**src/design/xxh32_pkg.sv**
```systemverilog
// Package for the xxhash32_stream block: hash primes, controller states,
// multiplier operation codes and the command and status bundles. No dependencies.
package xxh32_pkg;

  localparam logic [31:0] PRIME1 = 32'd2654435761;
  localparam logic [31:0] PRIME2 = 32'd2246822519;
  localparam logic [31:0] PRIME3 = 32'd3266489917;
  localparam logic [31:0] PRIME4 = 32'd668265263;
  localparam logic [31:0] PRIME5 = 32'd374761393;

  typedef enum logic [3:0] {
    ST_IDLE,
    ST_FOLD_MUL,
    ST_FOLD_UPD,
    ST_BASE,
    ST_LEN,
    ST_T4_MUL,
    ST_T4_UPD,
    ST_T1_MUL,
    ST_T1_UPD,
    ST_AV1,
    ST_AV2,
    ST_OUT
  } state_e;

  // Operations of the shared multiplier.
  typedef enum logic [3:0] {
    MUL_NONE,
    MUL_FOLD_WORD,
    MUL_FOLD_LANE,
    MUL_T4_WORD,
    MUL_T4_H,
    MUL_T1_BYTE,
    MUL_T1_H,
    MUL_AV1,
    MUL_AV2
  } mul_op_e;

  typedef struct packed {
    logic    accept;
    mul_op_e op;
    logic    load_carry;
    logic    load_base;
    logic    add_len;
    logic    emit;
  } dp_cmd_t;

  typedef struct packed {
    logic fold_req;
    logic cnt_ge4;
    logic cnt_nz;
  } dp_sts_t;

  function automatic logic [31:0] rotl(input logic [31:0] x, input int unsigned r);
    return (x << r) | (x >> (32 - r));
  endfunction

endpackage

```
**src/design/xxh32_in_if.sv**
```systemverilog
// Input channel of the xxhash32_stream block: valid/ready plus one message word.
// Depends on nothing.
interface xxh32_in_if;
  logic        valid;
  logic        ready;
  logic [31:0] data_word;
  logic [2:0]  byte_count;
  logic        last;

  modport source (output valid, data_word, byte_count, last, input ready);
  modport sink   (input valid, data_word, byte_count, last, output ready);
endinterface

```
**src/design/xxh32_out_if.sv**
```systemverilog
// Output channel of the xxhash32_stream block: valid/ready plus the finished hash.
// Depends on nothing.
interface xxh32_out_if;
  logic        valid;
  logic        ready;
  logic [31:0] hash;

  modport source (output valid, hash, input ready);
  modport sink   (input valid, hash, output ready);
endinterface

```
**src/design/xxhash32_stream.sv**
```systemverilog
// Top level of the streaming XXH32 hasher: controller plus datapath.
// Depends on xxh32_pkg, xxh32_in_if, xxh32_out_if, xxh32_ctrl and xxh32_dp.

// Streaming 32-bit xxHash. A message arrives as beats of one little-endian
// word each, the first byte in bits 7:0, with byte_count giving the valid
// bytes (values above four count as four) and last marking the final beat;
// only the final beat should normally carry fewer than four bytes, although
// short beats earlier are simply appended to the byte stream. One hash beat
// leaves for every input beat with last set. The user must write the seed
// through cfg_we_i/cfg_wdata_i only while the block is idle; the block does
// not enforce this. The seed resets to zero. A non-final beat that does not
// complete a 16-byte stripe leaves the block ready for the next beat.
// A beat that completes a stripe holds off the input while the four lanes
// are updated in turn through the single shared 32x32 multiplier, two
// dependent products per lane. A final beat then passes the base and length
// steps, a multiply and an update step per remaining 4-byte group and single
// byte (at most fifteen buffered bytes), the avalanche and the output.
// The next message may start while the finished hash waits at the output
// register; the block holds off only if a second hash would overwrite it.
module xxhash32_stream
  import xxh32_pkg::*;
(
  input  logic        clk_i,
  input  logic        rst_ni,
  input  logic        cfg_we_i,
  input  logic [31:0] cfg_wdata_i,
  xxh32_in_if.sink    in_i,
  xxh32_out_if.source out_o
);

  dp_cmd_t cmd;
  dp_sts_t sts;

  // The controller owns the handshakes and the order of operations.
  xxh32_ctrl u_ctrl (
    .clk_i       (clk_i),
    .rst_ni      (rst_ni),
    .in_valid_i  (in_i.valid),
    .in_last_i   (in_i.last),
    .out_ready_i (out_o.ready),
    .sts_i       (sts),
    .in_ready_o  (in_i.ready),
    .out_valid_o (out_o.valid),
    .cmd_o       (cmd)
  );

  // The datapath holds the buffered bytes, the lanes, the length and the seed.
  xxh32_dp u_dp (
    .clk_i           (clk_i),
    .rst_ni          (rst_ni),
    .cfg_we_i        (cfg_we_i),
    .cfg_wdata_i     (cfg_wdata_i),
    .in_data_word_i  (in_i.data_word),
    .in_byte_count_i (in_i.byte_count),
    .cmd_i           (cmd),
    .sts_o           (sts),
    .hash_o          (out_o.hash)
  );

endmodule

```
**src/design/xxh32_ctrl.sv**
```systemverilog
// Controller of the xxhash32_stream block: sequences stripe folds, tail rounds
// and avalanche on the datapath. Depends on xxh32_pkg.
module xxh32_ctrl
  import xxh32_pkg::*;
(
  input  logic    clk_i,
  input  logic    rst_ni,
  input  logic    in_valid_i,
  input  logic    in_last_i,
  input  logic    out_ready_i,
  input  dp_sts_t sts_i,
  output logic    in_ready_o,
  output logic    out_valid_o,
  output dp_cmd_t cmd_o
);

  state_e     state_q, state_d;
  logic [1:0] lane_q, lane_d;
  logic       last_q, last_d;
  logic       out_valid_q, out_valid_d;

  always_ff @(posedge clk_i or negedge rst_ni) begin
    if (!rst_ni) begin
      state_q     <= ST_IDLE;
      lane_q      <= '0;
      last_q      <= 1'b0;
      out_valid_q <= 1'b0;
    end else begin
      state_q     <= state_d;
      lane_q      <= lane_d;
      last_q      <= last_d;
      out_valid_q <= out_valid_d;
    end
  end

  always_comb begin
    state_d          = state_q;
    lane_d           = lane_q;
    last_d           = last_q;
    in_ready_o       = 1'b0;
    cmd_o.accept     = 1'b0;
    cmd_o.op         = MUL_NONE;
    cmd_o.load_carry = 1'b0;
    cmd_o.load_base  = 1'b0;
    cmd_o.add_len    = 1'b0;
    cmd_o.emit       = 1'b0;

    case (state_q)
      ST_IDLE: begin
        in_ready_o = 1'b1;
        if (in_valid_i) begin
          cmd_o.accept = 1'b1;
          last_d       = in_last_i;
          lane_d       = '0;
          if (sts_i.fold_req) begin
            state_d = ST_FOLD_MUL;
          end else if (in_last_i) begin
            state_d = ST_BASE;
          end
        end
      end
      ST_FOLD_MUL: begin
        cmd_o.op = MUL_FOLD_WORD;
        state_d  = ST_FOLD_UPD;
      end
      ST_FOLD_UPD: begin
        cmd_o.op = MUL_FOLD_LANE;
        lane_d   = lane_q + 2'd1;
        if (lane_q == 2'd3) begin
          cmd_o.load_carry = 1'b1;
          state_d          = last_q ? ST_BASE : ST_IDLE;
        end else begin
          state_d = ST_FOLD_MUL;
        end
      end
      ST_BASE: begin
        cmd_o.load_base = 1'b1;
        state_d         = ST_LEN;
      end
      ST_LEN, ST_T4_UPD, ST_T1_UPD: begin
        if (state_q == ST_LEN) begin
          cmd_o.add_len = 1'b1;
        end else if (state_q == ST_T4_UPD) begin
          cmd_o.op = MUL_T4_H;
        end else begin
          cmd_o.op = MUL_T1_H;
        end
        if (sts_i.cnt_ge4) begin
          state_d = ST_T4_MUL;
        end else if (sts_i.cnt_nz) begin
          state_d = ST_T1_MUL;
        end else begin
          state_d = ST_AV1;
        end
      end
      ST_T4_MUL: begin
        cmd_o.op = MUL_T4_WORD;
        state_d  = ST_T4_UPD;
      end
      ST_T1_MUL: begin
        cmd_o.op = MUL_T1_BYTE;
        state_d  = ST_T1_UPD;
      end
      ST_AV1: begin
        cmd_o.op = MUL_AV1;
        state_d  = ST_AV2;
      end
      ST_AV2: begin
        cmd_o.op = MUL_AV2;
        state_d  = ST_OUT;
      end
      ST_OUT: begin
        if (!out_valid_q || out_ready_i) begin
          cmd_o.emit = 1'b1;
          state_d    = ST_IDLE;
        end
      end
      default: begin
        state_d = ST_IDLE;
      end
    endcase
  end

  always_comb begin
    if (cmd_o.emit) begin
      out_valid_d = 1'b1;
    end else if (out_ready_i) begin
      out_valid_d = 1'b0;
    end else begin
      out_valid_d = out_valid_q;
    end
  end

  assign out_valid_o = out_valid_q;

endmodule

```
**src/design/xxh32_dp.sv**
```systemverilog
// Datapath of the xxhash32_stream block: byte buffer, lanes, hash register,
// seed and the one shared 32x32 multiplier. Depends on xxh32_pkg.
module xxh32_dp
  import xxh32_pkg::*;
(
  input  logic        clk_i,
  input  logic        rst_ni,
  input  logic        cfg_we_i,
  input  logic [31:0] cfg_wdata_i,
  input  logic [31:0] in_data_word_i,
  input  logic [2:0]  in_byte_count_i,
  input  dp_cmd_t     cmd_i,
  output dp_sts_t     sts_o,
  output logic [31:0] hash_o
);

  logic [31:0] seed_q, seed_d;
  logic [3:0]  cnt_q, cnt_d;
  logic [31:0] len_q, len_d;
  logic        seen_q, seen_d;

  logic [7:0]  buf_q [16];
  logic [7:0]  buf_d [16];
  logic [7:0]  carry_q [3];
  logic [7:0]  carry_d [3];
  logic [1:0]  carry_cnt_q, carry_cnt_d;
  logic [31:0] lane_q [4];
  logic [31:0] lane_d [4];
  logic [31:0] h_q, h_d;
  logic [31:0] prod_q, prod_d;
  logic [31:0] hash_q, hash_d;

  logic [2:0]  n;
  logic [4:0]  total;
  logic [4:0]  off;
  logic [7:0]  comb [19];
  logic [31:0] word0;
  logic [31:0] mul_a, mul_b, product;

  always_ff @(posedge clk_i or negedge rst_ni) begin
    if (!rst_ni) begin
      seed_q <= '0;
      cnt_q  <= '0;
      len_q  <= '0;
      seen_q <= 1'b0;
    end else begin
      seed_q <= seed_d;
      cnt_q  <= cnt_d;
      len_q  <= len_d;
      seen_q <= seen_d;
    end
  end

  always_ff @(posedge clk_i) begin
    buf_q       <= buf_d;
    carry_q     <= carry_d;
    carry_cnt_q <= carry_cnt_d;
    lane_q      <= lane_d;
    h_q         <= h_d;
    prod_q      <= prod_d;
    hash_q      <= hash_d;
  end

  // Merge the buffered bytes with the incoming word; up to 19 bytes in all.
  always_comb begin
    n     = (in_byte_count_i > 3'd4) ? 3'd4 : in_byte_count_i;
    total = 5'(cnt_q) + 5'(n);
    for (int k = 0; k < 16; k++) begin
      off = 5'(k) - 5'(cnt_q);
      if (5'(k) < 5'(cnt_q)) begin
        comb[k] = buf_q[k];
      end else if (off < 5'(n)) begin
        comb[k] = in_data_word_i[{off[1:0], 3'b000} +: 8];
      end else begin
        comb[k] = 8'h00;
      end
    end
    for (int k = 16; k < 19; k++) begin
      off = 5'(k) - 5'(cnt_q);
      if (off < 5'(n)) begin
        comb[k] = in_data_word_i[{off[1:0], 3'b000} +: 8];
      end else begin
        comb[k] = 8'h00;
      end
    end
  end

  assign word0 = {buf_q[3], buf_q[2], buf_q[1], buf_q[0]};

  always_comb begin
    case (cmd_i.op)
      MUL_FOLD_WORD: begin
        mul_a = word0;
        mul_b = PRIME2;
      end
      MUL_FOLD_LANE: begin
        mul_a = rotl(lane_q[0] + prod_q, 13);
        mul_b = PRIME1;
      end
      MUL_T4_WORD: begin
        mul_a = word0;
        mul_b = PRIME3;
      end
      MUL_T4_H: begin
        mul_a = rotl(h_q + prod_q, 17);
        mul_b = PRIME4;
      end
      MUL_T1_BYTE: begin
        mul_a = {24'h000000, buf_q[0]};
        mul_b = PRIME5;
      end
      MUL_T1_H: begin
        mul_a = rotl(h_q + prod_q, 11);
        mul_b = PRIME1;
      end
      MUL_AV1: begin
        mul_a = h_q ^ (h_q >> 15);
        mul_b = PRIME2;
      end
      MUL_AV2: begin
        mul_a = h_q ^ (h_q >> 13);
        mul_b = PRIME3;
      end
      default: begin
        mul_a = '0;
        mul_b = '0;
      end
    endcase
    product = mul_a * mul_b;
  end

  always_comb begin
    seed_d      = cfg_we_i ? cfg_wdata_i : seed_q;
    cnt_d       = cnt_q;
    len_d       = len_q;
    seen_d      = seen_q;
    buf_d       = buf_q;
    carry_d     = carry_q;
    carry_cnt_d = carry_cnt_q;
    lane_d      = lane_q;
    h_d         = h_q;
    prod_d      = prod_q;
    hash_d      = hash_q;

    if (cmd_i.accept) begin
      for (int k = 0; k < 16; k++) begin
        buf_d[k] = comb[k];
      end
      for (int j = 0; j < 3; j++) begin
        carry_d[j] = comb[16 + j];
      end
      len_d = len_q + 32'(n);
      if (total >= 5'd16) begin
        cnt_d       = '0;
        carry_cnt_d = total[1:0];
        if (!seen_q) begin
          seen_d    = 1'b1;
          lane_d[0] = seed_q + PRIME1 + PRIME2;
          lane_d[1] = seed_q + PRIME2;
          lane_d[2] = seed_q;
          lane_d[3] = seed_q - PRIME1;
        end
      end else begin
        cnt_d = total[3:0];
      end
    end

    case (cmd_i.op)
      MUL_FOLD_WORD, MUL_T4_WORD, MUL_T1_BYTE: begin
        prod_d = product;
        // Consume the bytes just read so the next read is again at the bottom.
        for (int k = 0; k < 16; k++) begin
          if (cmd_i.op == MUL_T1_BYTE) begin
            buf_d[k] = (k < 15) ? buf_q[(k + 1) % 16] : 8'h00;
          end else begin
            buf_d[k] = (k < 12) ? buf_q[(k + 4) % 16] : 8'h00;
          end
        end
        if (cmd_i.op == MUL_T4_WORD) begin
          cnt_d = cnt_q - 4'd4;
        end else if (cmd_i.op == MUL_T1_BYTE) begin
          cnt_d = cnt_q - 4'd1;
        end
      end
      MUL_FOLD_LANE: begin
        // Lanes rotate so the lane being updated is always in place zero.
        lane_d[0] = lane_q[1];
        lane_d[1] = lane_q[2];
        lane_d[2] = lane_q[3];
        lane_d[3] = product;
      end
      MUL_T4_H, MUL_T1_H, MUL_AV1, MUL_AV2: begin
        h_d = product;
      end
      default: begin
      end
    endcase

    if (cmd_i.load_carry) begin
      for (int j = 0; j < 3; j++) begin
        buf_d[j] = carry_q[j];
      end
      cnt_d = 4'(carry_cnt_q);
    end

    if (cmd_i.load_base) begin
      if (seen_q) begin
        h_d = (rotl(lane_q[0], 1) + rotl(lane_q[1], 7)) +
              (rotl(lane_q[2], 12) + rotl(lane_q[3], 18));
      end else begin
        h_d = seed_q + PRIME5;
      end
    end

    if (cmd_i.add_len) begin
      h_d = h_q + len_q;
    end

    if (cmd_i.emit) begin
      hash_d = h_q ^ (h_q >> 16);
      cnt_d  = '0;
      len_d  = '0;
      seen_d = 1'b0;
    end
  end

  assign sts_o.fold_req = (total >= 5'd16);
  assign sts_o.cnt_ge4  = (cnt_q >= 4'd4);
  assign sts_o.cnt_nz   = (cnt_q != 4'd0);
  assign hash_o         = hash_q;

endmodule

```
**src/flat_wrapper.sv**
```systemverilog
// flat-port wrapper written by rule: the top's interface ports become plain ports
module xxhash32_stream_flat import xxh32_pkg::*;
  (clk_i, rst_ni, cfg_we_i, cfg_wdata_i, in_i_valid, in_i_data_word, in_i_byte_count, in_i_last, in_i_ready, out_o_valid, out_o_hash, out_o_ready);
  xxh32_in_if in_i_i ();
  xxh32_out_if out_o_i ();
  input  logic clk_i;
  input  logic rst_ni;
  input  logic cfg_we_i;
  input  logic [31:0] cfg_wdata_i;
  input wire logic [$bits(in_i_i.valid)-1:0] in_i_valid;
  input wire logic [$bits(in_i_i.data_word)-1:0] in_i_data_word;
  input wire logic [$bits(in_i_i.byte_count)-1:0] in_i_byte_count;
  input wire logic [$bits(in_i_i.last)-1:0] in_i_last;
  output wire logic [$bits(in_i_i.ready)-1:0] in_i_ready;
  output wire logic [$bits(out_o_i.valid)-1:0] out_o_valid;
  output wire logic [$bits(out_o_i.hash)-1:0] out_o_hash;
  input wire logic [$bits(out_o_i.ready)-1:0] out_o_ready;
  assign in_i_i.valid = in_i_valid;
  assign in_i_i.data_word = in_i_data_word;
  assign in_i_i.byte_count = in_i_byte_count;
  assign in_i_i.last = in_i_last;
  assign in_i_ready = in_i_i.ready;
  assign out_o_valid = out_o_i.valid;
  assign out_o_hash = out_o_i.hash;
  assign out_o_i.ready = out_o_ready;
  xxhash32_stream u_core (.clk_i(clk_i), .rst_ni(rst_ni), .cfg_we_i(cfg_we_i), .cfg_wdata_i(cfg_wdata_i), .in_i(in_i_i), .out_o(out_o_i));
endmodule
```
**config.mk**
```make
export PLATFORM = sky130hd
export DESIGN_NAME = xxhash32_stream_flat
export DESIGN_NICKNAME = d
export VERILOG_FILES = /design/src/design/xxh32_pkg.sv /design/src/design/xxh32_in_if.sv /design/src/design/xxh32_out_if.sv /design/src/design/xxhash32_stream.sv /design/src/design/xxh32_ctrl.sv /design/src/design/xxh32_dp.sv /design/src/flat_wrapper.sv
export SDC_FILE = /design/constraint.sdc
export NUM_CORES = 2
export LEC_CHECK = 0
export ABC_AREA = 1
export BUFFER_PORTS_ARGS = -buffer_cell sky130_fd_sc_hd__buf_4
export CAP_MARGIN = 40
export CORE_MARGIN = 1
export CORE_UTILIZATION = 30
export DETAILED_ROUTE_END_ITERATION = 6
export PLACE_DENSITY = 0.58
export SETUP_SLACK_MARGIN = 0.3
export SLEW_MARGIN = 0
export SYNTH_ARGS = -nofsm -noshare
export SYNTH_HDL_FRONTEND = slang
export SYNTH_SLANG_ARGS = --single-unit
```
**constraint.sdc**
```tcl
create_clock -name clk_i -period 11.5 [get_ports clk_i]
set_input_delay 1.15 -clock clk_i [delete_from_list [all_inputs] [get_ports clk_i]]
set_output_delay 1.15 -clock clk_i [all_outputs]
set_load 0.02 [all_outputs]
```
==> reports/metrics.cfg <==
[drt]
routed_wl_mm=206
num_vias=44800
drt_first_pass_iters=7
drc=0
ant_nets=0
viasPerCell=5.24
routedWlPerCell_um=24.1
initialDrtViolationCount=5459

[place]
io_buffer_count=106
gp_congestion=1.01
place_hpwl_mm=169
dpl_worst_slack_ns=1.20

[timing]
slew_violations=0
period_needed_ns=10.40
min_period_over_period_pct=90.5
rsz0062_at_grt=false
slew_headroom_pct=29.1
setup_viol=0
finalClockSkew_ns=0.0356
worst_pin_slew_ns=1.06
hold_violations=0
setup_ws_ns=1.10
fin_setup_tns_ns=0
fmax_ghz=0.0961

[critical_path]
r2r_slack_ns=1.10
startpoint=u_core.u_dp.h_q[5]
path_max_fanout=9
required_ns=11.87
crit_family=adder cells
worstPathArrival_ns=10.77
r2r_start=u_core.u_dp.h_q[5]
ff2ff_path_depth=38
crit_path_start_kind=flop
crit_path_end_kind=flop
slowest_delay_ns=0.59
worst-path-buf-inv=8
r2r-end=u_core.u_dp.lane_q[30]
cp_slowest_cell=fa_1
criticalPathCategory=reg -> reg

[synth]
yosysTopAreaCell=edfxtp_1
synth_nets=7088
ys_ff_latch=455
synth.distinct_cells=73
yosysWarnings=0
async_flop_share_pct=16.9
synth-edff-count=370
yosysSeqAreaShare_pct=26.9
yosysTopAreaCellShare_pct=22.6
syn_area_per_cell_um2=7.86
ys.flop_type=edfxtp_1
netlist_area_mm2=0.0491
post_synth_inst_count=6250
synth.area.top_cells=edfxtp_1, fa_1, nand2_1

[global_routing]
grt_max_degree=111
antenna_found_initial=11
grt_pass1_vias=43500
grt_first_pass_wirelength_mm=298
grt_use_total_pct=24.7
gr-total-overflow=0

[worst_hold_path]
min_path_type=in -> async

[cts]
cts_tree=built
cts_num_sinks=455
cts_hold_buf=0
htreeDepth=2
cts-root-buf=clkbuf_16
postCtsSetupBuffers=0
clockBufferDepth=3
cts_resized=0
clock_latency_ns=0.64
numCtsBuffers=50
cts.clk_slew.worst_paths_ns=0.06

[floorplanning]
rows=148
die_h_um=407
io_pins=107
core-area_mm2=0.163
die-area_mm2=0.165
start_util_pct=30.2
die_x_um=407

[layout]
nets=7157
drive_above_1_share_pct=6.13
final_util_pct=33.5
n_antenna_cell=0
multi_input_area_mm2=0.0305
nFillCells=17400
seqCellArea_mm2=0.0132
synthToLayoutAreaGrowth_pct=10.8

[run]
drv_cap=0

[run_status]
run_status=complete, no violations

-- registers in the layout, summed over array words and instances, names as in the netlist --
name	cells
u_core.u_ctrl.lane_q	2
u_core.u_ctrl.last_q	1
u_core.u_ctrl.out_valid_o	1
u_core.u_ctrl.state_q	4
u_core.u_dp.buf_q	128
u_core.u_dp.carry_cnt_q	2
u_core.u_dp.carry_q	24
u_core.u_dp.cnt_q	4
u_core.u_dp.h_q	32
u_core.u_dp.hash_o	32
u_core.u_dp.lane_q	128
u_core.u_dp.len_q	32
u_core.u_dp.prod_q	32
u_core.u_dp.seed_q	32
u_core.u_dp.seen_q	1
-- Yosys cell counts, drive strengths merged (46+ instances only) --
| cell type | n |
|---|---|
| a21oi | 335 |
| clkbuf | 144 |
| dfrtp | 77 |
| edfxtp | 370 |
| fa | 475 |
| ha | 290 |
| inv | 1259 |
| nand2 | 1373 |
| nand3 | 280 |
| nand4 | 46 |
| nor2 | 569 |
| nor3 | 69 |
| o211ai | 70 |
| o21ai | 357 |
| o22ai | 98 |
| xor2 | 80 |
-- through the flow --
stage	hold WS (ns)	area (um2)	cells
CTS	0.402	54400	8536
detailed placement	0.494	52800	8442
global route	0.422	54400	8536
finish	0.412	54400	8536
floorplan	0.424	49100	6250
global placement	0.491	52500	8422
-- logic make-up after synthesis --
| family | Yosys count | synth area share (%) |
|---|---|---|
| AND/OR/NAND/NOR | 2411 | 20.6 |
| buffers and inverters | 1453 | 11.2 |
| AO/OA/AOI/OAI | 1044 | 12.4 |
| adder cells (fa/ha/maj) | 765 | 26.7 |
| flip-flops | 455 | 26.9 |
| XOR/XNOR | 122 | 2.18 |
-- per-layer routing --
metal / share of wire (%) / track usage (%)
met3: 8.9 / 3.78
met2: 43 / 37.5
met4: 4.4 / 9.45
met1: 44 / 35.2
met5: 0.018 / 0
-- worst reg2reg max path, delay by kind of cell, from the launching register on --
kind	cells	cell delay (ns)
xor gates and xnor gates	1	0.15
DFF	1	0.56
adders and majority gates	10	5.17
and+or+nand+nor	14	2.26
buffers and inverters	8	1.13
AOI/OAI and AO/OA	5	0.88
-- area by class of cell --
type,count,area share (%)
Clock inverter,26,0.483
Multi-Input combinational cell,4342,56.0
Sequential cell,455,24.3
Clock buffer,68,2.52
Inverter,1272,8.77
Timing Repair Buffer,198,2.97
Tap cell,2175,5.00
-- how the worst max path moves through the flow --
stage / endpoint / slack [ns] / cells after the start
2_1_floorplan: u_core.u_dp.lane_q[0] / 2.82 / 10
3_3_place_gp: u_core.u_dp.lane_q[30] / 1.32 / 38
3_5_place_dp: u_core.u_dp.lane_q[30] / 1.20 / 38
4_1_cts: u_core.u_dp.lane_q[30] / 1.16 / 38
5_1_grt: u_core.u_dp.lane_q[30] / 0.69 / 38
6_report: u_core.u_dp.lane_q[30] / 1.10 / 38
-- layout by cell type, fill, tap and decap left out, types with 10 or more instances in the layout --
cell type	synthesis	final
ha_1	290	290
o22ai_1	98	98
o21ai_0	342	337
clkbuf_1	144	14
a31oi_1	26	25
inv_1	1234	1233
nand4_1	42	42
nor2_1	543	540
nand3b_1	33	33
xnor2_1	42	40
xor2_1	80	80
o21a_1	19	19
a21oi_1	334	334
a22oi_1	16	16
inv_2	25	26
o31ai_1	12	12
nor2_4	11	12
o21bai_1	17	17
clkbuf_16	0	51
a221oi_1	10	10
a221o_1	11	11
o211ai_1	69	69
nor3_1	67	67
fa_1	475	475
nand2_1	1361	1361
o311ai_0	17	17
nand3_1	273	273
buf_4	6	183
dfrtp_1	77	76
o21ai_1	15	19
nor2_2	14	16
clkinv_1	13	20
or2_2	22	22
edfxtp_1	370	370
o221ai_1	12	12
Power is left out: the tool's default activity adds up to more than one toggle a clock period on the data nets, which glitch-free logic cannot reach.
